==> src/design/fer_pkg.sv <==
// Shared constants and types for the following-error RMS monitor.
// Holds the window geometry, datapath widths and the command and status structs.
// Depends on nothing.
package fer_pkg;

    localparam int WINDOW     = 1000;
    localparam int WARN_LIMIT = 10000;

    localparam int SAMPLE_W = 24;
    localparam int BASE_W   = 23;
    localparam int SQ_W     = 2 * SAMPLE_W - 1;
    localparam int POS_W    = $clog2(WINDOW);
    localparam int CNT_W    = $clog2(WINDOW + 1);
    localparam int SUM_W    = SQ_W + CNT_W;
    localparam int RAD_W    = SQ_W + (SQ_W % 2);
    localparam int ROOT_W   = RAD_W / 2;
    localparam int REM_W    = ROOT_W + 3;
    localparam int WCNT_W   = 14;
    localparam int STEP_W   = $clog2(SQ_W + 1);
    localparam int MDATA_W  = ((2 * SAMPLE_W + 1 + 7) / 8) * 8;

    localparam logic [BASE_W-1:0]   BASE_MIN   = BASE_W'(7);
    localparam logic [WCNT_W-1:0]   COUNT_MAX  = {WCNT_W{1'b1}};
    localparam logic [WCNT_W-1:0]   WARN_LIM   = WCNT_W'(WARN_LIMIT);
    localparam logic [POS_W-1:0]    POS_LAST   = POS_W'(WINDOW - 1);
    localparam logic [CNT_W-1:0]    COUNT_FULL = CNT_W'(WINDOW);
    localparam logic [STEP_W-1:0]   DIV_STEPS  = STEP_W'(SQ_W - 1);
    localparam logic [STEP_W-1:0]   ROOT_STEPS = STEP_W'(ROOT_W - 1);

    typedef struct packed {
        logic load;
        logic square;
        logic update;
        logic div_init;
        logic div_step;
        logic root_init;
        logic root_step;
        logic judge;
        logic emit;
    } fer_cmd_t;

    typedef struct packed {
        logic step_last;
        logic out_free;
    } fer_status_t;

endpackage

==> src/design/fer_ctrl.sv <==
// Sequencing controller of the following-error RMS monitor.
// Steps one sample through square, ring update, divide, root and warning stages.
// Depends on fer_pkg.
module fer_ctrl (
    input  logic                 aclk,
    input  logic                 aresetn,
    input  logic                 s_tvalid,
    output logic                 s_tready,
    input  fer_pkg::fer_status_t status,
    output fer_pkg::fer_cmd_t    cmd
);
    import fer_pkg::*;

    typedef enum logic [8:0] {
        ST_IDLE      = 9'b000000001,
        ST_SQUARE    = 9'b000000010,
        ST_UPDATE    = 9'b000000100,
        ST_DIV_INIT  = 9'b000001000,
        ST_DIVIDE    = 9'b000010000,
        ST_ROOT_INIT = 9'b000100000,
        ST_ROOT      = 9'b001000000,
        ST_JUDGE     = 9'b010000000,
        ST_EMIT      = 9'b100000000
    } state_t;

    state_t state_reg;
    state_t state_next;

    always_ff @(posedge aclk) begin
        if (!aresetn) begin
            state_reg <= ST_IDLE;
        end else begin
            state_reg <= state_next;
        end
    end

    always_comb begin
        state_next = state_reg;
        cmd        = '0;
        s_tready   = 1'b0;
        case (state_reg)
            ST_IDLE: begin
                s_tready = 1'b1;
                if (s_tvalid) begin
                    cmd.load   = 1'b1;
                    state_next = ST_SQUARE;
                end
            end
            ST_SQUARE: begin
                cmd.square = 1'b1;
                state_next = ST_UPDATE;
            end
            ST_UPDATE: begin
                cmd.update = 1'b1;
                state_next = ST_DIV_INIT;
            end
            ST_DIV_INIT: begin
                cmd.div_init = 1'b1;
                state_next   = ST_DIVIDE;
            end
            ST_DIVIDE: begin
                cmd.div_step = 1'b1;
                if (status.step_last) begin
                    state_next = ST_ROOT_INIT;
                end
            end
            ST_ROOT_INIT: begin
                cmd.root_init = 1'b1;
                state_next    = ST_ROOT;
            end
            ST_ROOT: begin
                cmd.root_step = 1'b1;
                if (status.step_last) begin
                    state_next = ST_JUDGE;
                end
            end
            ST_JUDGE: begin
                cmd.judge  = 1'b1;
                state_next = ST_EMIT;
            end
            ST_EMIT: begin
                if (status.out_free) begin
                    cmd.emit   = 1'b1;
                    state_next = ST_IDLE;
                end
            end
            default: begin
                state_next = ST_IDLE;
            end
        endcase
    end

endmodule

==> config.mk <==
export PLATFORM = sky130hd
export DESIGN_NAME = fer_ctrl
export DESIGN_NICKNAME = d
export VERILOG_FILES = /design/src/design/fer_pkg.sv /design/src/design/fer_ctrl.sv
export SDC_FILE = /design/constraint.sdc
export NUM_CORES = 1
export LEC_CHECK = 0
export BUFFER_PORTS_ARGS = -buffer_cell sky130_fd_sc_hd__buf_2
export CORE_MARGIN = 3
export CORE_UTILIZATION = 44
export DETAILED_ROUTE_END_ITERATION = 16
export HOLD_SLACK_MARGIN = 0.12
export PLACE_DENSITY = 0.71
export SYNTH_ARGS = -nofsm -noshare
export SYNTH_HDL_FRONTEND = slang
export SYNTH_SLANG_ARGS = --single-unit
==> constraint.sdc <==
create_clock -name aclk -period 1.4 [get_ports aclk]
set_clock_uncertainty 0.05 [all_clocks]
set_input_delay 0.07 -clock aclk [delete_from_list [all_inputs] [get_ports aclk]]
set_output_delay 0.07 -clock aclk [all_outputs]
set_load 0.02 [all_outputs]
==> summary.md <==
| Metric | Value |
|---|---|
| Die W | `42.25 um` |
| Worst VDD drop | `625.6 uV` |
| Layout cells sized above 1 | `0.6216` |
| Final Hold Fails | `0` |
| Setup violators final | `19` |
| Met3 Resource Use GR | `0.04292` |
| Number of diodes | `0` |
| Routed wire length | `2792 um` |
| Cell Pwr Density | `650.8 mW/mm2` |
| Post-route minimum period | `1.836 ns` |
| RSZ-0062 raised after global routing | `yes` |
| Data arrival, critical path | `1.72 ns` |
| CP max FO | `3` |
| Worst Slack Setup Final | `-0.4357 ns` |
| Final hold slack | `0.3563 ns` |
| Antenna-violating nets left | `0` |
| Syn nets | `72` |
| Full die area | `0.001785 mm2` |
| Yosys reg bits | `9` |
| Syn avg cell area | `8.628 um2` |
| CP Class | `reg -> out` |
| Hold crit path type | `in -> reg` |
| Met2 GRT Util | `0.4468` |
| Required time worst endpoint | `1.28 ns` |
| Port bufs | `14` |
| Slowest-stage cell, CP | `or4_4` |
| Drt drc | `2` |
| Max-slew violations | `0` |
| CP cell instances | `or4_4 > nor2_4 > and4b_1 > buf_4` |
| Net switching power | `228.2 uW` |
| Area of the core | `0.001171 mm2` |
| Seq/Total Area, Yosys | `0.3117` |
| Slowest stage delay, CP | `0.54 ns` |
| Worst setup path start | `state_reg[1]$_SDFFE_PN0P_` |
| Largest net degree at the start of global routing | `10` |
| Startpoint types | `flop` |
| LEAKAGE | `0.0004733 uW` |
| Max-Cap Viols | `0` |
| Initial antenna violation count | `0` |
| Yosys cell types | `30` |
| Die Y | `42.25 um` |
| Net Sw Frac | `0.3206` |
| Hold Startpoint | `status[1]` |
| Crit path buf inv count | `1` |
| Clk_lat worst skew | `0.27 ns` |
| CTS Buffer Depth | `2` |
| Worst r2r path cells | `5` |
| First drt pass iteration count | `10` |
| Most frequent cells in the layout | `26 x buf_4, 10 x buf_6, 5 x nor4_4, 5 x dfxtp_2` |
| TritonCTS clock tree | `done` |
| Top Usage Layer GRT | `met2` |
| CTS Buf Count | `3` |
| H-tree depth | `1` |
| GRT Util Overall | `0.2701` |
| Vias in the first global route | `751` |
| Worst-Margin Slew | `0.4152 ns` |
| Std-Cell Rows | `12` |
| Reg power frac | `0.377` |
| Fmax | `544.7 MHz` |
| Failing checks | `design-rule violations, negative setup slack` |
| Synth warnings | `0` |
| Worst r2r src | `state_reg[1]$_SDFFE_PN0P_` |
| Most common cell after layout, fill and taps aside | `buf_4` |
| Reg2reg setup slack | `-0.33 ns` |
| Crit-path leading delay family | `simple AND/OR/NAND/NOR gates` |
| Initial DRC count | `46` |
| Clock sink total | `9` |
| Max reg flops | `9` |
| First-pass GRT wire length | `3629 um` |
| Max_slew headroom | `0.7206` |
| Final Cycle Share | `1.311` |
| Root Buffer | `clkbuf_4` |
| Internal | `483.5 uW` |
| Area grow syn2layout | `89.18%` |
| GRT Residual Overflow | `0` |
| Total number of vias | `815` |
| I/O pins | `15` |
| Via-per-instance ratio | `6.520` |
| Final #Nets | `117` |
| Synthesized cell area | `578.1 um2` |
| Setup crit end kind | `output port` |
| Final RePlAce weighted congestion | `0.8890` |
| R2R Path End | `state_reg[7]$_SDFFE_PN0P_` |
| Post-synthesis cell count | `67` |
| Stages on the worst setup path | `4` |
| HPWL Detailed | `1297 um` |
| Worst Setup EP | `cmd[3]` |
| Initial Util | `0.4936` |
| Clock slew at reported path FFs | `0.08 ns` |
| Drt wl/cell | `22.34 um` |
| Final Non-Filler Cells | `125` |
| Met1 usage | `0.3299` |
| Outcome | `finished with violations` |
| Combinational Power Share | `0.314` |
| DP Cell Count | `109` |
| Clk pwr share | `0.309` |
-- cell type report --
type	count	area [um2]
tap	14	17.52
clock buffer	4	26.28
timing repair buffer	42	347.8
sequential	9	186.4
inverter	1	3.754
multi-input combinational	55	511.7
fill	40	77.57
-- how the worst min path moves through the flow --
stage / end / slack [ns] / cells after the start
global placement: state_reg[1]$_SDFFE_PN0P_ / 0.30 / 2
finish: state_reg[7]$_SDFFE_PN0P_ / 0.36 / 5
global route: state_reg[7]$_SDFFE_PN0P_ / 0.42 / 5
floorplan: state_reg[6]$_SDFFE_PN0P_ / 0.14 / 1
CTS: state_reg[7]$_SDFFE_PN0P_ / 0.25 / 5
detailed placement: state_reg[1]$_SDFFE_PN0P_ / 0.31 / 2
-- power groups by stage --
stage	Clock (uW)	Sequential, uW	Combinational (uW)
CTS	203	267	177
global route	229	269	234
floorplan	0	283	63.2
global placement	0	272	123
finish	220	268	224
detailed placement	0	272	125
-- logic make-up (layout without fill, tap and decap cells) --
family          count (synthesis)  count (layout)  share of synthesized area
simple gates                   40              40                     0.4935
xor+xnor                        1               1                    0.01515
mux                             1               1                    0.01732
buf+inv                         3              47                    0.02597
compound gates                 13              13                     0.1364
flops                           9               9                     0.3117
-- per-layer routing --
layer	vias up	part of all wire
li1	338	-
met1	387	0.35
met2	71	0.49
met3	19	0.11
met4	0	0.047
met5	-	0
-- through the flow --
stage	worst slack [ns]	util	instance area, um2	power (uW)	TNS [ns]
global placement	-0.09053	0.6998	819.5	394.9	-0.5202
CTS	-0.3278	0.8729	1022	647.4	-3.299
detailed placement	-0.1280	0.6998	819.5	397.1	-0.8652
finish	-0.4357	0.9338	1094	711.6	-5.145
floorplan	-0.1730	-	623.1	346.5	-0.5771
global route	-0.4494	0.9338	1094	731.0	-5.963
-- worst register-to-register path, cell delays in order, from the launching register on --
cell and delay (ns):
dfxtp_2 0.34, or4_4 0.54, nor2_4 0.13, and4b_2 0.28, buf_4 0.12, nor3b_2 0.17
-- Yosys cell counts --
master / number / share of area
a211o_1: 1 / 0.015
a21oi_1: 4 / 0.035
and2_1: 4 / 0.043
and3_1: 2 / 0.022
and4_1: 2 / 0.030
and4b_1: 2 / 0.035
buf_4: 1 / 0.013
clkbuf_1: 1 / 0.0065
dfxtp_1: 9 / 0.31
inv_1: 1 / 0.0065
mux2i_1: 1 / 0.017
nand2_1: 4 / 0.026
nand2b_1: 5 / 0.054
nand3_1: 1 / 0.0086
nand4b_1: 1 / 0.015
nor2_1: 4 / 0.026
nor2_2: 1 / 0.011
nor2b_1: 3 / 0.032
nor3_1: 1 / 0.0086
nor3b_1: 1 / 0.013
nor3b_2: 1 / 0.022
nor4_1: 4 / 0.043
nor4_2: 1 / 0.022
nor4_4: 1 / 0.037
nor4b_2: 1 / 0.026
o21a_1: 3 / 0.039
o21ai_0: 4 / 0.035
o31ai_1: 1 / 0.013
or4_4: 1 / 0.019
xor2_1: 1 / 0.015
-- what timing repair did --
action	4_1_cts	5_1_grt
gates cloned	0	0
hold endpoints to repair	6	0
buffers inserted	8	4
resized for setup	31	12
hold buffers	2	0
pin swaps	6	6
setup endpoints to repair	18	18
(Power assumes the default switching activity.)
